<file path="src/rtl/nau_ram.sv">
// Generic simple dual-port RAM: one write port, one read port with registered data.
// No dependencies.
module nau_ram #(
	parameter int WIDTH = 16,
	parameter int DEPTH = 64
) (
	input  logic                     clk,
	input  logic                     we,
	input  logic [$clog2(DEPTH)-1:0] waddr,
	input  logic [WIDTH-1:0]         wdata,
	input  logic [$clog2(DEPTH)-1:0] raddr,
	output logic [WIDTH-1:0]         rdata
);

	logic [WIDTH-1:0] mem_q [DEPTH];

	always_ff @(posedge clk) begin
		if (we) begin
			mem_q[waddr] <= wdata;
		end
		rdata <= mem_q[raddr];
	end

endmodule

</file>
<file path="config.mk">
export PLATFORM = sky130hd
export DESIGN_NAME = nau_ram
export DESIGN_NICKNAME = d
export VERILOG_FILES = /design/src/rtl/nau_ram.sv
export SDC_FILE = /design/constraint.sdc
export NUM_CORES = 1
export LEC_CHECK = 0
export ABC_AREA = 1
export BUFFER_PORTS_ARGS = -buffer_cell sky130_fd_sc_hd__buf_2
export CAP_MARGIN = 30
export CORE_MARGIN = 2
export CORE_UTILIZATION = 40
export DETAILED_ROUTE_END_ITERATION = 6
export PLACE_DENSITY = 0.58
export SETUP_SLACK_MARGIN = 0.1
export SLEW_MARGIN = 20
export SYNTH_ARGS = -nofsm -noshare
export SYNTH_HDL_FRONTEND = slang
export SYNTH_SLANG_ARGS = --single-unit
</file>
<file path="constraint.sdc">
create_clock -name clk -period 3.4 [get_ports clk]
set_clock_uncertainty 0.2 [all_clocks]
set_input_delay 0.85 -clock clk [delete_from_list [all_inputs] [get_ports clk]]
set_output_delay 0.85 -clock clk [all_outputs]
set_load 0.01 [all_outputs]
</file>
==> impl_metrics.py <==
metrics = {
    "clock_network": {
        "clkLatencyLatePin_ns": 0.70,
        "cts_tree": "done",
        "cts_inserted_buffers": 106,
        "clk_pin_slew_worst_paths_ns": 0.06,
        "cts-root-buf": "clkbuf_16",
        "ctsHtreeMaxLevel": 3,
        "clock-sinks": 1040,
        "clk_path_buf_depth": 3,
        "hold_buffers": 0,
        "post-cts-setup-buffer-count": 0,
        "post_cts_resized": 0,
    },
    "global_routing": {
        "gr-total-overflow": 0,
        "grt_usage": 0.222,
        "grt_pass1_wl_microns": 177000,
        "antenna_found_initial": 10,
        "grt_max_degree": 80,
        "first_global_vias": 25900,
    },
    "power_and_ir_drop": {
        "peakVddDrop_mv": 0.377,
        "combPwrFrac": 0.067,
        "p_leak_nw": 17.3,
        "power.share.sequential": 0.527,
        "p_per_area_nw_per_um2": 564,
        "power_frac_clock": 0.406,
        "p_sw_mw": 6.23,
        "swShare": 0.230,
        "p_int_mw": 20.8,
    },
    "timing": {
        "setup-violations-final": 0,
        "drv_slew": 0,
        "worst_pin_slew_ns": 0.899,
        "finalHoldViolCount": 0,
        "timing.fmax_mhz": 386,
        "setup_ws_ns": 0.812,
        "grt_setup_unrepaired": "no",
        "fin_crit_ns": 2.59,
        "period_share": 0.761,
        "max_slew_margin": 0.400,
    },
    "critical_path": {
        "max_stage_delay_ns": 0.62,
        "crit_chain": "buf_2",
        "ff2ff_path_depth": 8,
        "start_kind": "register",
        "worst-path-stages": 1,
        "cp.arrival_ns": 1.54,
        "crit_fanout": 2,
        "crit_path_end_kind": "primary output",
        "cp_num_buf_inv": 1,
        "cp_top_family": "flip-flops",
        "slowest_stage": "dfxtp_1",
        "path_class": "register to primary output",
        "crit_required_ns": 2.35,
    },
    "logic_synthesis": {
        "ys_types": 16,
        "avgSynthCellArea_sq_um": 12.0,
        "netlist_area_sq_um": 42100,
        "syn_inst": 3517,
        "synth-xor-area-share": 0,
        "synthMuxAreaShare": 0,
        "ys_warn_count": 0,
        "synth_fa_ha_area_frac": 0,
        "yosysSeqAreaShare": 0.738,
        "synthTopCellsByArea": "edfxtp_1, nand2_1, nand3_1, buf_2, buf_6",
        "synth_nets": 3547,
        "synth_top_family_by_area": "simple AND/OR/NAND/NOR gates",
        "ys_seq_elements": 1040,
        "synth-simple-area-share": 0.227,
        "synth-compound-area-share": 0,
        "yosysTopAreaCell": "edfxtp_1",
        "synth_top_area_frac": 0.730,
    },
    "layout": {
        "area_delta_synth_final_pct": 14.0,
        "layout_commonest_cell": "nand2_1",
        "final_layout_size_suffix_gt1_frac": 0.105,
        "final_nets": 3665,
        "final_cell_count_no_fill": 5122,
        "layout_common_cells": "nand2_1, edfxtp_1, nand3_1, buf_4, clkbuf_16",
        "fill_cells": 9424,
        "fin_area_sq_um": 48000,
    },
    "outcome": {
        "outcome": "completed",
    },
    "detailed_routing": {
        "wl_per_cell_microns": 23.4,
        "vias_per_cell": 5.37,
        "firstDrtPassIters": 6,
        "initialDrtViolationCount": 3158,
        "post-route-drc-count": 0,
        "ant_nets": 0,
        "routed-via-count": 27500,
        "routed_wl_microns": 120000,
    },
    "floorplan": {
        "row_count": 119,
        "die-area_sq_um": 108000,
        "die_h_microns": 328,
        "pin_count": 46,
        "initial_core_util": 0.402,
        "core_area_sq_um": 105000,
        "die_w_microns": 328,
    },
    "job": {
        "drv_cap": 0,
    },
    "min_path": {
        "holdCritPathClass": "input port to register",
        "whs_path_depth": 1,
    },
    "placement": {
        "place_congestion": 0.824,
        "portBuffers": 45,
        "hpwl_microns": 71400,
        "dp.cells": 4918,
        "placed_cell_area_sq_um": 44700,
        "dpl_worst_slack_ns": 0.323,
    },
}
registers in the layout, summed over array words and instances (netlist names):
name   cells
mem_q   1024
rdata     16
power groups by stage:
stage          sequential (mW)  combinational (mW)  clock (mW)
3_5_place_dp              14.5                1.81           0
4_1_cts                   14.3                1.81        11.1
2_1_floorplan             14.5               0.949           0
3_3_place_gp              14.5                1.80           0
5_1_grt                   14.3                1.97        11.6
6_report                  14.3                1.81        11.0
synthesized netlist by cell type:
| cell | number |
|---|---|
| buf_4 | 19 |
| nand4_1 | 9 |
| nor4_1 | 8 |
| buf_6 | 49 |
| buf_2 | 113 |
| inv_1 | 9 |
| buf_1 | 17 |
| inv_8 | 1 |
| clkbuf_1 | 26 |
| edfxtp_1 | 1024 |
| buf_8 | 1 |
| dfxtp_1 | 16 |
| inv_2 | 2 |
| nand2_1 | 1296 |
| nor2_1 | 56 |
| nand3_1 | 871 |
metal layers:
layer / share of wire / up-vias / track usage / routed length (microns)
li1: - / 12700 / - / -
met1: 0.44 / 13600 / 0.328 / 52600
met2: 0.45 / 1101 / 0.340 / 54400
met3: 0.081 / 168 / 0.0306 / 9660
met4: 0.025 / 4 / 0.0674 / 3050
met5: 0.00015 / - / 0 / 18
through the flow:
| stage | util | TNS [ns] | hold WS, ns | power (mW) |
|---|---|---|---|---|
| floorplan | - | -26.12 | 0.522 | 15.4 |
| global placement | 0.427 | 0 | 0.579 | 16.3 |
| detailed placement | 0.427 | 0 | 0.591 | 16.3 |
| CTS | 0.458 | 0 | 0.355 | 27.2 |
| global route | 0.458 | 0 | 0.378 | 27.8 |
| finish | 0.458 | 0 | 0.381 | 27.1 |
final timing paths:
| check | from | to | slack, ns |
|---|---|---|---|
| worst min-delay path | wdata[4] | mem_q[22][4] | 0.38 |
| worst max-delay path | rdata[7] | rdata[7] | 0.81 |
| worst min register to register | mem_q[20][6] | rdata[6] | 0.60 |
| worst max register to register | mem_q[55][9] | rdata[9] | 1.66 |
final cells by class:
type                    instances  area (sq um)  share of cell area
repair buffers                235          2250              0.0469
diodes                          7          17.5            0.000365
flip-flops and latches       1040         31100               0.648
well taps                    1391          1740              0.0363
clock buffers                 147          2850              0.0593
inverters                      12          71.3             0.00149
clock inverters                50           388             0.00808
multi-input cells            2240          9600               0.200
cells by family (layout without fill, tap and decap cells):
kind of cell           Yosys count  count (layout)
buffers and inverters          237             444
other                            0               7
flip-flops                    1040            1040
AND/OR/NAND/NOR               2240            2240
No activity file was read; power rests on OpenSTA's default activity.
