<file path="config.mk">
export PLATFORM = sky130hd
export DESIGN_NAME = nau_cmd_fifo
export DESIGN_NICKNAME = d
export VERILOG_FILES = /design/src/rtl/nau_cmd_fifo.sv
export SDC_FILE = /design/constraint.sdc
export NUM_CORES = 1
export LEC_CHECK = 0
export BUFFER_PORTS_ARGS = -buffer_cell sky130_fd_sc_hd__buf_2
export CAP_MARGIN = 20
export CORE_MARGIN = 5
export CORE_UTILIZATION = 51
export CTS_CLUSTER_DIAMETER = 150
export DETAILED_ROUTE_END_ITERATION = 7
export PLACE_DENSITY = 0.78
export SLEW_MARGIN = 40
export SYNTH_ARGS = -nofsm -noshare
export SYNTH_HDL_FRONTEND = slang
export SYNTH_SLANG_ARGS = --single-unit
export TNS_END_PERCENT = 50
</file>
<file path="constraint.sdc">
create_clock -name clk -period 2 [get_ports clk]
set_input_delay 0.1 -clock clk [delete_from_list [all_inputs] [get_ports clk]]
set_output_delay 0.1 -clock clk [all_outputs]
set_load 0.005 [all_outputs]
</file>
<file path="src/rtl/nau_cmd_fifo.sv">
// Small command queue between the front and back parts of the activation unit.
// Generic over width and depth; no package dependencies.
module nau_cmd_fifo #(
	parameter int WIDTH = 32,
	parameter int DEPTH = 4
) (
	input  logic             clk,
	input  logic             arst_n,
	input  logic             push,
	input  logic [WIDTH-1:0] wdata,
	output logic             full,
	input  logic             pop,
	output logic [WIDTH-1:0] rdata,
	output logic             empty
);

	localparam int PW = (DEPTH > 1) ? $clog2(DEPTH) : 1;
	localparam int CW = $clog2(DEPTH + 1);

	logic [WIDTH-1:0] mem_q [DEPTH];
	logic [PW-1:0]    wr_ptr_q, rd_ptr_q;
	logic [CW-1:0]    cnt_q;
	logic             do_push, do_pop;

	assign full    = (cnt_q == CW'(DEPTH));
	assign empty   = (cnt_q == '0);
	assign do_push = push && !full;
	assign do_pop  = pop && !empty;
	assign rdata   = mem_q[rd_ptr_q];

	// Pointers and fill count
	always_ff @(posedge clk or negedge arst_n) begin
		if (!arst_n) begin
			wr_ptr_q <= '0;
			rd_ptr_q <= '0;
			cnt_q    <= '0;
		end else begin
			if (do_push) begin
				wr_ptr_q <= (wr_ptr_q == PW'(DEPTH - 1)) ? '0 : wr_ptr_q + 1'b1;
			end
			if (do_pop) begin
				rd_ptr_q <= (rd_ptr_q == PW'(DEPTH - 1)) ? '0 : rd_ptr_q + 1'b1;
			end
			if (do_push && !do_pop) begin
				cnt_q <= cnt_q + 1'b1;
			end else if (do_pop && !do_push) begin
				cnt_q <= cnt_q - 1'b1;
			end
		end
	end

	// Entry storage
	always_ff @(posedge clk) begin
		if (do_push) begin
			mem_q[wr_ptr_q] <= wdata;
		end
	end

endmodule

</file>
==> metrics, run 1 <==
TritonCTS buffer count 17; Post-synth top cells 128 x edfxtp_1, 32 x mux4_2, 7 x dfrtp_1, 6 x ha_1; Yosys cell types 20; Hold Crit Class input pin to flip-flop; P_leak 2.400 nW; met3 usage 5.637%; Max rail drop VDD 0.001004 V; Clock Latency Late Sink 510 ps; final setup vio count 0; Seq/Total Area, Yosys slightly below 80%; Tightest Pin Transition 335.7 ps; top cells by area, synth edfxtp_1 76%, mux4_2 14%, dfrtp_1 3.5%; CP Capture Type output pin; multiplexer share of the synthesized area between 10% and 20%; synthesis warning total 0; Synth Area in Adders 1.881%; Crit Path Class flip-flop to output pin; hold_sp push; DIE AREA 12,010 um2; synthesized area per cell 24.66 um2; total power 9.740 mW; Hold Slack between 100 and 150 ps; XOR/XNOR Fraction of Synth Area less than 1%; R2R depth 8; main combinational cell family by area after synthesis multiplexers; Post-synth ARST share 5.185%; htree depth 4; met2 Use GR 28.60%; vias in the first global route 2,756; layout cells sized above 1 46.55%; Yosys reg bits 135; DRT antenna net count 0; dpl hpwl 5.495 mm; ys flop type edfxtp_1; die width 109.6 um; Yosys top cell area share 76.02%; Worst EP arrival 1820 ps; Core Box Area 9729 um2; Finished Cell Area 6670 um2; # diodes 0; worst relative slew slack 77.54%; CTS Buffer Depth 2; dominant cell by count in the synthesized netlist edfxtp_1; post-synthesis net count 248; cell area after synthesis ~5100 um2; CP Launch Type flip-flop; nets between 300 and 400; Setup crit end rdata[9]; Post-Synth Simple-Gate Area 1.213%; area leader, netlist edfxtp_1; Vias per Instance about 5.2; clk slew on worst S/H paths approximately 60 ps; status completed; vias 2,504; Fin Setup TNS 0 ps; Num Clock Sinks 135; Root Driver clkbuf_8; Die Y 109.6 um; worst-path maximum fanout 17; DR iter-0 viols between 150 and 200; pwr/cell area 1460 nW/um2; global route overflow 0; fmax approximately 520 MHz; Worst R2R Start cnt_q[2]; Post-synth EDFFs 128; area grow syn2layout 31.92%; Routed WL 9.275 mm; Gate Count Post-Synth 205; IO Pins 70; Tcrit/Tclk final a little over nine tenths; Pins Over Slew Limit 0; first-pass GRT wire length roughly 15 mm; Post-Place Cells 412; GRT Max-Usage Layer met2; Max-Cap Viols 0; Overall Global Routing Usage 17.16%; Cell Count, Final, Fillers Out 481; drt drc 0; pin count of the biggest net entering global routing 27; TritonCTS clock tree done; Compound-Gate Fraction of Synth Area 0.3959%; Pre-antenna DRT Iters 4; initial antenna violation count 0; clock period minus final worst setup slack between 1500 and 2000 ps; Worst Skew between 6 and 7 ps; setup slack, reg-to-reg 90 ps; worst endpoint required time around 1900 ps; wire length per cell 19.28 um; Port Buffers 69; Initial Util 51.97%; worst r2r dst cnt_q[2]; placed inst area 5680 um2; met1 Track Usage GR 21.00%; Crit. Startpoint rd_ptr_q[0]; num rows 36; Routability Congestion roughly 0.76; Final Hold Vio Count 0
## worst max-delay path, stage by stage (launching register included)
cell and delay, ps:
dfrtp_2 410, buf_12 190, mux4_2 550, buf_2 150
## through the flow
step           utilization, %  setup slack (ps)
2_1_floorplan               -            -41.28
6_report                68.56             81.47
3_3_place_gp            58.38             132.2
5_1_grt                 68.56            -4.944
4_1_cts                 68.29            0.8673
3_5_place_dp            58.38            -19.43
## cell type report
class | instances | area, um2
repair buffers | 121 | 885.9
clock inverters | 11 | 156.4
well taps | 133 | 166.4
clock buffers | 20 | 425.4
inverters | 3 | 11.26
flip-flops and latches | 135 | 4028
fillers | 637 | 3059
multi-input cells | 58 | 997.2
## registers in the layout, indices dropped and copies added (netlist names)
| register | cells |
|---|---|
| cnt_q | 3 |
| mem_q | 128 |
| rd_ptr_q | 2 |
| wr_ptr_q | 2 |
## how the worst min path moves through the flow
stage / end / slack [ps] / cells past startpoint
global route: cnt_q[0] / 140 / 4
global placement: cnt_q[0] / -60 / 1
floorplan: cnt_q[0] / -200 / 0
detailed placement: cnt_q[2] / -50 / 1
CTS: cnt_q[0] / 170 / 4
finish: cnt_q[0] / 130 / 4
## cells in the final DEF (no fill, tap or decap), drive strengths merged, types with 2 or more instances in the layout
master	n
ha	6
clkbuf	20
nor2	2
and2	4
mux4	32
dlygate4sd3	35
dfrtp	7
nor3	2
xor2	2
edfxtp	128
clkinv	7
buf	86
bufinv	4
mux2	4
inv	3
## kinds of logic (layout without fill, tap and decap cells)
kind of cell | Yosys count | after routing
AOI/OAI and AO/OA | 2 | 2
xor gates and xnor gates | 3 | 3
adders and majority gates | 7 | 7
buffers and inverters | 12 | 155
DFF | 135 | 135
muxes | 36 | 36
and+or+nand+nor | 10 | 10
## timing repair
action | CTS | global route
hold buffers | 35 | 0
endpoints found under the setup margin | 16 | 2
gates resized for setup | 5 | 6
hold endpoints to repair | 136 | 0
pin swaps | 0 | 3
buffers inserted | 1 | 2
## report_power, final
part	total [mW]	internal, mW	switching (mW)
registers	4.04	3.76	0.277
logic	2.67	1.47	1.21
clock network	3.02	2.00	1.03
total	9.74	7.23	2.51
## metal layers
layer  wire, um  up-vias
met4        125        0
met1       3705     1286
met3        456       13
met2       4987       77
li1           -     1128
met5          0        -
No activity file was read; power rests on OpenSTA's default activity.
==> inputs of run 2 (changes only) <==
Settings changed: CORE_ASPECT_RATIO from default to 0.5.
==> metrics, run 2 (synthesized netlist as in run 1, its figures left out) <==
status completed; Worst Skew 5.779 ps (-0.9802 ps); worst endpoint required time 1900 ps (about the same); Finished Cell Area 6706 um2 (+0.54%); initial antenna violation count 0 (unchanged); first-pass GRT wire length 16.39 mm (+13%); Worst EP arrival 1840 ps (+20 ps); Max Used Layer met4; Clock Latency Late Sink 410 ps (-100 ps); CTS Buffer Depth 2 (unchanged); Root Driver clkbuf_16; Initial Util 53.00% (+1.0 points); Routed WL 10.65 mm (+15%); vias in the first global route 2,830 (+2.7%); Pins Over Slew Limit 0 (unchanged); WL met3 547 um (+20%); Most flops, register mem_q; clk slew on worst S/H paths 50 ps (about the same); most frequent cells in the layout 128 x edfxtp_1, 69 x buf_2, 33 x dlygate4sd3_1, 32 x mux4_2, 17 x clkbuf_16; P_leak 2.393 nW (-0.30%); nets 376 (-0.79%); area grow syn2layout 32.64%; Tightest Pin Transition 267.0 ps (-68.76 ps); drt drc 0 (unchanged); TritonCTS buffer count 17 (unchanged); DR iter-0 viols 181 (+20%); CP Launch Type flip-flop; fin util 70.30% (+1.7 points); global route overflow 0 (unchanged); top flop regs mem_q (128), cnt_q (3); Max rail drop VDD 0.0008303 V (-17%); clock period minus final worst setup slack 1936 ps (+17.36 ps); TritonCTS clock tree done; die width 150.8 um (+38%); max reg flops 128 (unchanged); Final Hold Vio Count 0 (unchanged); met2 wire len 5.762 mm (+16%); pin count of the biggest net entering global routing 33 (+22%); Overall Global Routing Usage 19.30% (+2.1 points); num rows 25 (-31%); Pre-antenna DRT Iters 4 (unchanged); Routability Congestion 0.7287 (-3.7%); DIE AREA 12,130 um2 (+1.0%); Vias per Instance 5.394 (+3.6%); vias 2,589 (+3.4%); Die Y 80.41 um (-27%); wire length per cell 22.19 um (+15%); # diodes 0 (unchanged); Hold Crit Class input pin to async pin; placed inst area 5702 um2 (+0.37%); worst-path maximum fanout 32 (+15); pwr/cell area 1489 nW/um2 (+2.0%); Port Buffers 69 (unchanged); RSZ-0062 raised after global routing yes; Core Box Area 9540 um2 (-1.9%); Max-Cap Viols 0 (unchanged); Crit Path Class flip-flop to output pin; IO Pins 70 (unchanged); dpl hpwl 5.462 mm (-0.59%); Num Clock Sinks 135 (unchanged); most common cell after layout, fill and taps aside edfxtp_1; met1 wire length 4.087 mm (+10%); R2R depth 7 (-1); htree depth 4 (unchanged); Tcrit/Tclk final 96.79% (+0.87 points); CP Capture Type output pin; fmax 516.6 MHz (-0.90%); final setup vio count 0 (unchanged); DRT antenna net count 0 (unchanged); layout cells sized above 1 46.67% (+0.11 points); worst relative slew slack 82.20% (+4.7 points)
[run 2: critical path: stages, from the launching register on]
cell and delay [ps]:
dfrtp_2 400, buf_12 260, mux4_2 590, buf_2 150
[run 2: per-stage QoR]
stage | instances | hold slack (ps) | worst slack [ps] | total power, mW | TNS [ps]
after CTS | 477 | 44.50 | 16.67 | 9.988 | 0
after global placement | 410 | -61.67 | 129.8 | 6.534 | 0
after global routing | 480 | 74.16 | -12.32 | 10.43 | -31.17
after detailed placement | 410 | -54.15 | -50.23 | 6.662 | -50.23
final | 480 | 57.90 | 64.11 | 9.986 | 0
after floorplan | 205 | -195.6 | -41.28 | 5.549 | -2642
[run 2: layout make-up]
type / instances / area [um2]
Fill cell: 553 / 2834
Timing Repair Buffer: 118 / 895.9
Multi-Input combinational cell: 58 / 997.2
Clock inverter: 13 / 180.2
Tap cell: 135 / 168.9
Sequential cell: 135 / 4024
Inverter: 3 / 11.26
Clock buffer: 18 / 429.2
[run 2: repair_timing]
item                                   CTS  global route
buffers inserted                         3             3
hold buffers                            33             0
pin swaps                                0             4
setup endpoints to repair                1            79
endpoints found under the hold margin  135             0
gates cloned                             0             0
resized for setup                        4             3
[run 2: final timing paths]
kind	start	to	slack (ps)
worst min register to register	rd_ptr_q[0]	rd_ptr_q[0]	550
worst max-delay path	rd_ptr_q[0]	rdata[0]	60
max in group asynchronous	arst_n	rd_ptr_q[0]	1760
worst max register to register	cnt_q[2]	mem_q[3][15]	100
min in group clk	pop	cnt_q[0]	160
worst min-delay path	arst_n	cnt_q[2]	60
[run 2: metal layers]
layer | up-vias | track usage, %
li1 | 1120 | -
met1 | 1359 | 23.18
met2 | 91 | 33.26
met3 | 19 | 4.791
met4 | 0 | 9.042
met5 | - | 0
[run 2: where the power goes]
part / switching [mW] / total, mW / leakage (nW) / internal (mW)
Combinational: 1.29 / 2.76 / 0.857 / 1.47
Sequential: 0.256 / 4.02 / 1.25 / 3.76
Clock: 1.14 / 3.21 / 0.285 / 2.07
