==> config.mk <==
export PLATFORM = sky130hd
export DESIGN_NAME = nau_front
export DESIGN_NICKNAME = d
export VERILOG_FILES = /design/src/rtl/nau_pkg.sv /design/src/rtl/nau_front.sv
export SDC_FILE = /design/constraint.sdc
export NUM_CORES = 1
export LEC_CHECK = 0
export BUFFER_PORTS_ARGS = -buffer_cell sky130_fd_sc_hd__buf_2
export CAP_MARGIN = 20
export CORE_UTILIZATION = 36
export DETAILED_ROUTE_END_ITERATION = 12
export PLACE_DENSITY_LB_ADDON = 0.2
export SLEW_MARGIN = 20
export SYNTH_ARGS = -nofsm -noshare
export SYNTH_HDL_FRONTEND = slang
export SYNTH_SLANG_ARGS = --single-unit
export TNS_END_PERCENT = 20
==> constraint.sdc <==
create_clock -name clk -period 4.4 [get_ports clk]
set_clock_uncertainty 0.15 [all_clocks]
set_input_delay 0.88 -clock clk [delete_from_list [all_inputs] [get_ports clk]]
set_output_delay 0.88 -clock clk [all_outputs]
set_load 0.005 [all_outputs]
==> src/rtl/nau_pkg.sv <==
// Shared types, codes and fixed-point constants of the neural activation unit.
// Depends on nothing; the top level, nau_front, nau_back and nau_exp import it.
package nau_pkg;

	// Fixed-point format of samples and results
	localparam int FRAC_BITS = 12;
	localparam int Q_SHIFT   = 30 - FRAC_BITS;
	localparam logic signed [15:0] FX_ONE = 16'sd1 <<< FRAC_BITS;

	// Row length field of a command, wide enough for the largest row store
	localparam int CNT_W = 7;

	// Q30 constants of the exponential unit
	localparam logic [31:0] Q30_ONE   = 32'h4000_0000;
	localparam logic [29:0] LN2_Q30   = 30'd744261118;
	localparam logic [63:0] LN2_RECIP = (64'd1 << 50) / 64'd744261118;

	// Activation kinds in the kind register
	localparam logic [2:0] KIND_RELU    = 3'd0;
	localparam logic [2:0] KIND_SIGMOID = 3'd1;
	localparam logic [2:0] KIND_TANH    = 3'd2;
	localparam logic [2:0] KIND_LINEAR  = 3'd3;
	localparam logic [2:0] KIND_SOFTMAX = 3'd4;

	// Configuration register indexes
	localparam logic CFG_KIND = 1'b0;
	localparam logic CFG_DIR  = 1'b1;

	// Operation carried from the front part to the back part
	typedef enum logic [3:0] {
		OP_RELU,
		OP_LINEAR,
		OP_SIGMOID,
		OP_TANH,
		OP_SOFTMAX,
		OP_D_RELU,
		OP_D_SIG,
		OP_D_TANH,
		OP_ONE
	} op_t;

	typedef struct packed {
		op_t                     op;
		logic signed [15:0]      value;   // sample, or row maximum for softmax
		logic                    last;
		logic                    cut;
		logic [CNT_W-1:0]        count;
	} cmd_t;

	typedef struct packed {
		logic [2:0] kind;
		logic       dir;
	} cfg_t;

	typedef enum logic [2:0] {
		EX_IDLE,
		EX_NEST,
		EX_RED,
		EX_MUL1,
		EX_MUL2,
		EX_FIX,
		EX_FIN
	} exp_state_t;

	typedef enum logic [3:0] {
		BK_IDLE,
		BK_SIMPLE,
		BK_MUL,
		BK_DERIV,
		BK_EXP_GO,
		BK_EXP_WAIT,
		BK_DIV_GO,
		BK_DIV_WAIT,
		BK_EMIT,
		BK_SM_READ,
		BK_SM_EXP_GO,
		BK_SM_EXP_WAIT,
		BK_SM_NORM_READ,
		BK_SM_DIV_GO,
		BK_SM_DIV_WAIT,
		BK_SM_EMIT
	} back_state_t;

	// Map the configuration to the operation applied to each sample
	function automatic op_t classify(input cfg_t c);
		op_t o;
		o = OP_LINEAR;
		if (!c.dir) begin
			unique case (c.kind)
				KIND_RELU:    o = OP_RELU;
				KIND_SIGMOID: o = OP_SIGMOID;
				KIND_TANH:    o = OP_TANH;
				KIND_SOFTMAX: o = OP_SOFTMAX;
				default:      o = OP_LINEAR;
			endcase
		end else begin
			unique case (c.kind) inside
				KIND_RELU:                  o = OP_D_RELU;
				KIND_SIGMOID, KIND_SOFTMAX: o = OP_D_SIG;
				KIND_TANH:                  o = OP_D_TANH;
				default:                    o = OP_ONE;
			endcase
		end
		return o;
	endfunction

	// Saturate a wide signed value to 16 bits
	function automatic logic signed [15:0] sat16(input logic signed [33:0] v);
		logic signed [15:0] r;
		if (v > 34'sd32767)
			r = 16'sh7FFF;
		else if (v < -34'sd32768)
			r = 16'sh8000;
		else
			r = v[15:0];
		return r;
	endfunction

endpackage

==> src/rtl/nau_front.sv <==
// Front part of the activation unit: accepts samples, classifies them, loads
// softmax rows into the row store and queues commands for the back part.
// Depends on nau_pkg.
module nau_front import nau_pkg::*; #(
	parameter int ROW_MAX = 64
) (
	input  logic                       clk,
	input  logic                       arst_n,
	input  cfg_t                       cfg,
	input  logic                       cfg_clear,
	input  logic                       push,
	input  logic signed [15:0]         sample,
	input  logic                       row_end,
	output logic                       full,
	output logic                       cmd_push,
	output cmd_t                       cmd_wdata,
	input  logic                       cmd_full,
	output logic                       row_we,
	output logic [$clog2(ROW_MAX)-1:0] row_waddr,
	output logic [15:0]                row_wdata,
	input  logic                       row_free
);

	localparam int AW = $clog2(ROW_MAX);
	localparam int CW = $clog2(ROW_MAX + 1);

	logic [CW-1:0]      row_cnt_q;
	logic signed [15:0] row_max_q;
	logic               cut_q;
	logic               row_busy_q;

	op_t                op;
	logic               accept, is_sm, cnt_ok;
	logic [CW-1:0]      cnt_new;
	logic signed [15:0] max_new;
	logic               cut_new;

	assign op     = classify(cfg);
	assign is_sm  = (op == OP_SOFTMAX);
	assign full   = cmd_full || row_busy_q;
	assign accept = push && !full;

	// Row bookkeeping for a softmax sample
	assign cnt_ok  = (row_cnt_q < CW'(ROW_MAX));
	assign cnt_new = cnt_ok ? row_cnt_q + 1'b1 : row_cnt_q;
	assign max_new = (cnt_ok && (row_cnt_q == '0 || sample > row_max_q)) ? sample : row_max_q;
	assign cut_new = cut_q || !cnt_ok;

	assign row_we    = accept && is_sm && cnt_ok;
	assign row_waddr = row_cnt_q[AW-1:0];
	assign row_wdata = sample;

	// Command toward the back part
	always_comb begin
		cmd_push        = accept && (!is_sm || row_end);
		cmd_wdata.op    = op;
		cmd_wdata.value = is_sm ? max_new : sample;
		cmd_wdata.last  = row_end;
		cmd_wdata.cut   = is_sm && cut_new;
		cmd_wdata.count = CNT_W'(cnt_new);
	end

	// Row state: cleared by a register write and at the end of each row
	always_ff @(posedge clk or negedge arst_n) begin
		if (!arst_n) begin
			row_cnt_q  <= '0;
			row_max_q  <= '0;
			cut_q      <= 1'b0;
			row_busy_q <= 1'b0;
		end else begin
			if (cfg_clear) begin
				row_cnt_q <= '0;
				row_max_q <= '0;
				cut_q     <= 1'b0;
			end else if (accept && is_sm) begin
				if (row_end) begin
					row_cnt_q <= '0;
					row_max_q <= '0;
					cut_q     <= 1'b0;
				end else begin
					row_cnt_q <= cnt_new;
					row_max_q <= max_new;
					cut_q     <= cut_new;
				end
			end
			// hold off new samples until the back part has read the row store
			if (accept && is_sm && row_end)
				row_busy_q <= 1'b1;
			else if (row_free)
				row_busy_q <= 1'b0;
		end
	end

endmodule

==> flow_summary.toml, run 1 <==
[critical_path]
cp_top_family = "simple AND/OR/NAND/NOR gates"
worstPathCellList = "buf_2 > ha_1 > nand4_2 > nor4_2 > a21boi_2 > nor4bb_1 > or3_4 > nand3_2 > buf_12 > mux2_2 > buf_2"
r2r_cells = 10
cpPeakStageDelay_ns = 0.39
cpMaxStageDelayCell = "or3_4"
reg2reg_to = "row_max_q[1]$_DFFE_PN0P_"
cp-start-kind = "input port"
rrSetupSlack_ns = 1.57
crit_top_cell = "buf_2"
required_ns = 3.37
worstPathArrival_ns = 3.20
crit_buf_inv = 3
end_kind = "output port"
r2r-start = "row_max_q[15]$_DFFE_PN0P_"
path_max_fanout = 16
setup.worst_path.class = "input port to output port"

[yosys]
syn_avg_cell_area_um2 = 9.19
syn_area_um2 = 2100
yosys.cell_types.count = 45
synthCells = 228
yosysWarnings = 0
synth_seq_area_share_pct = 29.9
synth_seq_cells = 25
synth_nets = 273

[timing]
setup-violations-final = 0
max_clock_freq_mhz = 237
min_period_ns = 4.23
tightest_slew_ns = 0.655
finalHoldViolCount = 0
drv_slew = 0
final.setup.tns_ns = 0
slew_headroom_pct = 56.2
setup_slack_ns = 0.172
rsz0062_at_grt = "no"
finalCritPeriodShare_pct = 96.1

[hold_path]
hold_end = "row_max_q[13]$_DFFE_PN0P_"
hold_start = "row_max_q[13]$_DFFE_PN0P_"
min_path_type = "flip-flop to flip-flop"
hold_depth = 1

[cts]
root_buffer = "clkbuf_8"
clkTransAtPathRegs_ns = 0.09
postCtsHoldBufs = 0
cts_max_level = 1
cts.sinks = 25
cts.path.max_buffers = 2
clock_latency_ns = 0.27
numCtsBuffers = 3
cts_tree = "built"
cts_resized = 0
post_cts.repair.setup_buffers = 0

[detailed_routing]
vias_per_cell = 5.01
first_pass_iters = 4
vias = 1795
drc = 0
wire_per_inst_um = 13.0
wirelength_um = 4650
drt_iter0_markers = 68
ant_nets = 0

[job]
cap_violations = 0

[grt]
grt_pass1_wl_um = 7550
grt_pass1_vias = 1648
grt-ovfl-total = 0
grt_usage_pct = 15.2
grt_max_degree = 26
antenna_found_initial = 0

[die]
initial_core_util_pct = 37.6
die_x_um = 78.3
die_y_um = 78.3
rows = 27
dieArea_um2 = 6130
pin_count = 81
core_um2 = 5570

[finish]
diodes = 0
final_cell_mix = "buf_2 (80), dfrtp_1 (25), inv_1 (24)"
layout_commonest_cell = "buf_2"
synthToLayoutAreaGrowth_pct = 17.7
drive_gt1_share_pct = 43.4
final_area_um2 = 2470
fin_cells = 358
fin_nets = 332

[status]
run_status = "completed"

[place]
placed_cells = 354
place_hpwl_um = 3480
place_ws_ns = 0.145
dpl_cell_area_um2 = 2420
gp_congestion = 0.794
numPortBuffers = 80

[power_and_ir_drop]
p_leak_nw = 1.22
p_per_area_nw_per_um2 = 188
ir_worst_vdd_mv = 0.107
area by class of cell:
cell class	instances	area, um^2
fillers	581	3110
clock inverters	1	5.00
multi-input cells	149	1170
clock buffers	3	41.3
repair buffers	84	443
flip-flops and latches	25	626
well taps	72	90.1
inverters	24	90.1
flip-flops by register name, indices dropped and copies added (netlist names):
signal	cells
row_busy_q	1
cut_q	1
row_cnt_q	7
row_max_q	16
synth_stat cells (all sizes together):
library cell | n | area share [%]
nor3 | 2 | 0.48
a311oi | 1 | 0.42
o21ai | 9 | 2.1
nor4 | 2 | 0.90
ha | 18 | 11
a2111oi | 1 | 1.3
nand2b | 2 | 0.60
mux2 | 18 | 9.7
nor4bb | 1 | 0.48
a2bb2oi | 1 | 0.42
nor2 | 17 | 3.0
a211oi | 1 | 0.36
dfrtp | 25 | 30
a221oi | 1 | 0.42
o22ai | 1 | 0.30
nand3b | 3 | 1.1
xor2 | 1 | 0.42
nand4 | 3 | 1.2
buf | 26 | 9.2
xnor2 | 4 | 1.7
a21boi | 1 | 0.54
and3 | 1 | 0.30
and2 | 1 | 0.30
or4b | 1 | 0.48
inv | 24 | 4.3
a21oi | 15 | 3.6
o311ai | 1 | 0.42
nand3 | 5 | 1.7
nor2b | 3 | 0.90
clkbuf | 4 | 0.72
nand2 | 12 | 2.1
a21o | 1 | 0.36
or3 | 2 | 0.84
a41o | 1 | 0.54
or4 | 1 | 0.36
a31oi | 2 | 0.60
a22o | 16 | 7.3
per-layer routing:
| metal | global-route usage [%] | vias to the layer above | wire length (um) |
|---|---|---|---|
| met5 | 0 | - | 0 |
| met4 | 4.44 | 0 | 46 |
| met3 | 1.86 | 4 | 187 |
| met2 | 23.9 | 42 | 2130 |
| met1 | 21.7 | 844 | 2290 |
| li1 | - | 905 | - |
how the worst max path moves through the flow:
stage,from,to,slack [ns],depth (start not counted)
final,sample[15],cmd_wdata[10],0.17,11
after floorplan,sample[15],cmd_wdata[14],0.39,9
after global routing,sample[15],cmd_wdata[23],0.03,11
after global placement,sample[15],cmd_wdata[9],0.20,11
after CTS,sample[15],cmd_wdata[9],0.15,11
after detailed placement,sample[15],cmd_wdata[9],0.15,11
logic make-up (layout without fill, tap and decap cells):
kind of cell    after synthesis  count (layout)  share of synthesized area [%]
buf+inv                      54             112                           14.2
simple gates                 56              56                           14.7
compound gates               52              52                           18.7
xor+xnor                      5               5                           2.09
flops                        25              25                           29.9
fa+ha+maj                    18              18                           10.7
mux                          18              18                           9.67
through the flow:
stage,power (mW),hold slack (ns),utilization (%)
2_1_floorplan,0.289,0.342,-
3_3_place_gp,0.328,0.362,43.4
3_5_place_dp,0.328,0.368,43.4
4_1_cts,0.472,0.391,44.3
5_1_grt,0.491,0.422,44.3
6_report,0.463,0.393,44.3
report_power, final:
| part | leakage (nW) | total (mW) | switching (mW) | internal (mW) |
|---|---|---|---|---|
| clock | 0.0255 | 0.141 | 0.0776 | 0.0635 |
| combinational | 0.844 | 0.0910 | 0.0491 | 0.0419 |
| sequential | 0.349 | 0.231 | 0.000676 | 0.230 |
| total | 1.22 | 0.463 | 0.127 | 0.336 |
No activity file was read; power rests on OpenSTA's default activity.
==> inputs of run 2 (changes only) <==
--- a/config.mk
+++ b/config.mk
@@ -7,9 +7,12 @@
 export LEC_CHECK = 0
 export BUFFER_PORTS_ARGS = -buffer_cell sky130_fd_sc_hd__buf_2
 export CAP_MARGIN = 20
-export CORE_UTILIZATION = 36
+export CELL_PAD_IN_SITES_DETAIL_PLACEMENT = 0
+export CELL_PAD_IN_SITES_GLOBAL_PLACEMENT = 2
+export CORE_UTILIZATION = 28
 export DETAILED_ROUTE_END_ITERATION = 12
 export PLACE_DENSITY_LB_ADDON = 0.2
+export SETUP_SLACK_MARGIN = 0.1
 export SLEW_MARGIN = 20
 export SYNTH_ARGS = -nofsm -noshare
 export SYNTH_HDL_FRONTEND = slang
==> flow_summary.toml, run 2 (synthesis gave the netlist of run 1 again) <==
[finish]
fin_util_pct = 35.8
final_area_um2 = 2600
drive_gt1_share_pct = 45.8
layout_commonest_cell = "buf_2"
final_cell_mix = "buf_2 (80), dfrtp_1 (25), inv_1 (24)"
fin_cells = 387
regMostFlops = "row_max_q"
diodes = 0
synthToLayoutAreaGrowth_pct = 23.9
fin_nets = 334
largest_register_ffs = 16
reg_top3 = "row_max_q (16), row_cnt_q (7)"

[die]
rows = 31
core_um2 = 7250
pin_count = 81
die_y_um = 88.5
initial_core_util_pct = 28.9
dieArea_um2 = 7830
die_x_um = 88.5

[cts]
cts_max_level = 1
postCtsHoldBufs = 0
numCtsBuffers = 3
clock_latency_ns = 0.29
cts_tree = "built"
cts.path.max_buffers = 2
cts.sinks = 25
clkTransAtPathRegs_ns = 0.11
post_cts.repair.setup_buffers = 0
root_buffer = "clkbuf_8"

[place]
place_hpwl_um = 3730
place_ws_ns = 0.0939
numPortBuffers = 80
gp_congestion = 0.708
placed_cells = 383
dpl_cell_area_um2 = 2460

[critical_path]
end_kind = "output port"
cp-start-kind = "input port"
path_max_fanout = 5
required_ns = 3.37
worstPathArrival_ns = 3.12
rrSetupSlack_ns = 1.61
r2r-start = "row_max_q[15]$_DFFE_PN0P_"
setup.worst_path.class = "input port to output port"
reg2reg_to = "row_max_q[6]$_DFFE_PN0P_"
r2r_cells = 10

[grt]
grt_usage_pct = 13.0
grt_pass1_wl_um = 7870
grt-ovfl-total = 0
antenna_found_initial = 0
grt_max_degree = 26
grt_pass1_vias = 1577

[detailed_routing]
wire_per_inst_um = 13.1
vias = 1770
wirelength_um = 5080
first_pass_iters = 4
vias_per_cell = 4.57
drc = 0
drt_iter0_markers = 38
ant_nets = 0

[timing]
setup_slack_ns = 0.247
drv_slew = 0
tightest_slew_ns = 0.695
max_clock_freq_mhz = 241
finalCritPeriodShare_pct = 94.4
setup-violations-final = 0
min_period_ns = 4.15
final.setup.tns_ns = 0
rsz0062_at_grt = "no"
finalHoldViolCount = 0
slew_headroom_pct = 53.3

[power_and_ir_drop]
p_per_area_nw_per_um2 = 188
netSwitchingPower_mw = 0.147
power.internal_mw = 0.341
pwr-share-comb_pct = 20.2
seqPwrFrac_pct = 47.3
clockPowerShare_pct = 32.4
p_leak_nw = 1.23
p_sw_share_pct = 30.2
ir_worst_vdd_mv = 0.0942

[hold_path]
min_path_type = "flip-flop to flip-flop"
hold_end = "row_max_q[2]$_DFFE_PN0P_"
hold_start = "row_max_q[2]$_DFFE_PN0P_"
hold_depth = 1

[status]
run_status = "completed"

[job]
cap_violations = 0
run 2: how the worst max path moves through the flow:
stage / startpoint / cells past startpoint / to
4_1_cts: sample[15] / 11 / cmd_wdata[16]
5_1_grt: sample[12] / 11 / cmd_wdata[20]
2_1_floorplan: sample[15] / 9 / cmd_wdata[14]
6_report: sample[12] / 11 / cmd_wdata[23]
3_3_place_gp: sample[15] / 11 / cmd_wdata[18]
3_5_place_dp: sample[15] / 11 / cmd_wdata[16]
run 2: timing repair:
item | CTS | global route
resized for setup | 0 | 10
pin swaps | 1 | 3
endpoints found under the setup margin | 7 | 16
run 2: worst max-delay path, cell delays in order:
cell	delay (ns)
buf_2	0.12
ha_1	0.33
nand4_4	0.12
nor4_4	0.27
a21boi_2	0.20
nor4bb_2	0.06
or3_4	0.40
nand3_4	0.12
buf_4	0.16
mux2_2	0.33
buf_2	0.12
run 2: area by class of cell:
| class | instances | area (um^2) |
|---|---|---|
| sequential | 25 | 626 |
| clock buffer | 3 | 41.3 |
| timing repair buffer | 86 | 449 |
| fill | 780 | 4660 |
| inverter | 24 | 90.1 |
| multi-input combinational | 149 | 1260 |
| tap | 99 | 124 |
| clock inverter | 1 | 7.51 |
run 2: layer usage:
layer  share of wire, %  global-route usage (%)  wire length (um)
met2                 45                    19.8              2280
met5                  0                       0                 0
met3                2.5                    1.40               127
met1                 52                    19.3              2620
met4                1.1                    3.96                57
run 2: power groups by stage:
stage / Clock (mW) / Sequential (mW) / Combinational (mW)
floorplan: 0 / 0.235 / 0.0531
global placement: 0 / 0.236 / 0.0943
detailed placement: 0 / 0.235 / 0.0937
CTS: 0.161 / 0.231 / 0.0944
global route: 0.167 / 0.231 / 0.114
finish: 0.158 / 0.231 / 0.0988
run 2: per-stage QoR:
stage / hold WS, ns / power (mW)
after floorplan: 0.342 / 0.289
after global placement: 0.361 / 0.330
after detailed placement: 0.369 / 0.329
after CTS: 0.397 / 0.487
after global routing: 0.414 / 0.512
final: 0.394 / 0.488
==> inputs of run 3 (changes only) <==
--- a/config.mk
+++ b/config.mk
@@ -11,7 +11,7 @@
 export CELL_PAD_IN_SITES_GLOBAL_PLACEMENT = 2
 export CORE_UTILIZATION = 28
 export DETAILED_ROUTE_END_ITERATION = 12
-export PLACE_DENSITY_LB_ADDON = 0.2
+export PLACE_DENSITY_LB_ADDON = 0.08
 export SETUP_SLACK_MARGIN = 0.1
 export SLEW_MARGIN = 20
 export SYNTH_ARGS = -nofsm -noshare
==> flow_summary.toml, run 3 (synthesis gave the netlist of run 1 again) <==
[status]
run_status = "completed"

[finish]
num-fill-cells = 770
reg_top3 = "row_max_q (16), row_cnt_q (7)"
final_cell_mix = "buf_2 (80), dfrtp_1 (25), inv_1 (24)"
fin_cells = 387
regArea_um2 = 626
multiInputGateArea_um2 = 1250
fin_nets = 334
regMostFlops = "row_max_q"
synthToLayoutAreaGrowth_pct = 23.8
diodes = 0
layout_commonest_cell = "buf_2"
largest_register_ffs = 16
drive_gt1_share_pct = 45.5

[detailed_routing]
first_pass_iters = 4
route.met3.wl_um = 261
wire_per_inst_um = 14.0
vias = 1817
drt_iter0_markers = 97
ant_nets = 0
wirelength_um = 5440
wl_met1_um = 2700
dr.max_layer_used = "met4"
drc = 0
dr_wl_met2_um = 2460
vias_per_cell = 4.70

[critical_path]
rrSetupSlack_ns = 1.54
required_ns = 3.37
path_max_fanout = 6
r2r_cells = 10
cp_top_family = "simple AND/OR/NAND/NOR gates"
crit_buf_inv = 3
cpMaxStageDelayCell = "or3_4"
r2r-start = "row_max_q[15]$_DFFE_PN0P_"
cpPeakStageDelay_ns = 0.40
worstPathArrival_ns = 3.20
setup.worst_path.class = "input port to output port"
crit_top_cell = "buf_2"
reg2reg_to = "row_max_q[0]$_DFFE_PN0P_"
worstPathCellList = "buf_2 > ha_1 > nand4_4 > nor4_4 > a21boi_2 > nor4bb_4 > or3_4 > nand3_2 > buf_4 > mux2_2 > buf_2"
end_kind = "output port"
cp-start-kind = "input port"

[cts]
clkTransAtPathRegs_ns = 0.09
root_buffer = "clkbuf_8"
post_cts.repair.setup_buffers = 0
cts_max_level = 1
numCtsBuffers = 3
cts.sinks = 25
clock_latency_ns = 0.27
cts_tree = "built"
cts.path.max_buffers = 2

[timing]
max_clock_freq_mhz = 237
rsz0062_at_grt = "yes"
slew_headroom_pct = 60.5
finalCritPeriodShare_pct = 96.1
final.setup.tns_ns = 0
setup-violations-final = 0
setup_slack_ns = 0.173
drv_slew = 0
min_period_ns = 4.23
finalHoldViolCount = 0
tightest_slew_ns = 0.593

[die]
pin_count = 81
core_um2 = 7250
rows = 31
initial_core_util_pct = 28.9
die_y_um = 88.5
dieArea_um2 = 7830
die_x_um = 88.5

[place]
gp_congestion = 0.678
place_hpwl_um = 3920
place_ws_ns = 0.0894
placed_cells = 383
numPortBuffers = 80

[power_and_ir_drop]
p_sw_share_pct = 28.5
clockPowerShare_pct = 30.5
power.internal_mw = 0.340
p_per_area_nw_per_um2 = 183
p_leak_nw = 1.24
pwr-share-comb_pct = 20.9
seqPwrFrac_pct = 48.6
ir_worst_vdd_mv = 0.0760
fin_total_pwr_mw = 0.475
netSwitchingPower_mw = 0.135

[grt]
grt-ovfl-total = 0
grt_usage_pct = 14.1
antenna_found_initial = 0
grt_pass1_wl_um = 8450
grt_pass1_vias = 1659
grt_max_degree = 26

[hold_path]
hold_depth = 1
min_path_type = "flip-flop to flip-flop"
hold_start = "row_max_q[14]$_DFFE_PN0P_"
hold_end = "row_max_q[14]$_DFFE_PN0P_"

[job]
cap_violations = 0
run 3: cell count changes in the layout (fill, tap and decap cells not counted):
cell,change
a311oi_1,+1
a311oi_2,-1
buf_6,-1
buf_8,+1
clkinv_2,+1
clkinvlp_4,-1
nand3_2,+1
nand3_4,-1
nor4bb_2,-1
nor4bb_4,+1
run 3: metal layers:
layer  track usage, %  vias to the layer above
met4             2.20                        0
met2             22.8                       55
met5                0                        -
met1             19.5                      856
li1                 -                      904
met3             3.08                        2
run 3: worst max path at each step:
stage / start / end / slack [ns] / depth (start not counted)
after floorplan: sample[15] / cmd_wdata[14] / 0.39 / 9
after global placement: sample[15] / cmd_wdata[16] / 0.17 / 11
after detailed placement: sample[15] / cmd_wdata[10] / 0.09 / 11
after CTS: sample[10] / cmd_wdata[10] / 0.13 / 11
after global routing: sample[9] / cmd_wdata[24] / 0.08 / 11
final: sample[12] / cmd_wdata[22] / 0.17 / 11
run 3: power groups by stage:
stage | combinational, mW | clock, mW | sequential [mW]
floorplan | 0.0531 | 0 | 0.235
global placement | 0.0955 | 0 | 0.236
detailed placement | 0.0944 | 0 | 0.236
CTS | 0.0949 | 0.156 | 0.231
global route | 0.114 | 0.163 | 0.231
finish | 0.0995 | 0.145 | 0.231
run 3: through the flow:
step / area, um^2 / hold slack, ns / utilization, %
after floorplan: 2100 / 0.342 / -
after global placement: 2460 / 0.362 / 33.9
after detailed placement: 2460 / 0.368 / 33.9
after CTS: 2500 / 0.394 / 34.5
after global routing: 2590 / 0.409 / 35.8
final: 2590 / 0.388 / 35.8
run 3: worst register-to-register path: stages, from the launching register on:
cell	delay (ns)
dfrtp_1	0.38
inv_1	0.08
ha_4	0.29
nand4_4	0.14
nor4_4	0.30
a21boi_2	0.25
nor4bb_4	0.07
or3_4	0.40
a2111oi_4	0.29
buf_4	0.29
a22o_2	0.18
run 3: final cells by class:
type,instances,area share [%]
clock buffer,3,1.59
clock inverter,1,0.193
inverter,24,3.47
multi-input combinational,149,48.4
sequential,25,24.1
tap,99,4.78
timing repair buffer,86,17.5
run 3: repair_timing:
item                                   in CTS  in global routing
endpoints found under the hold margin       0                  0
hold buffers                                0                  0
setup endpoints to repair                  10                 16
gates resized for setup                     0                 10
pin swaps                                   1                  2
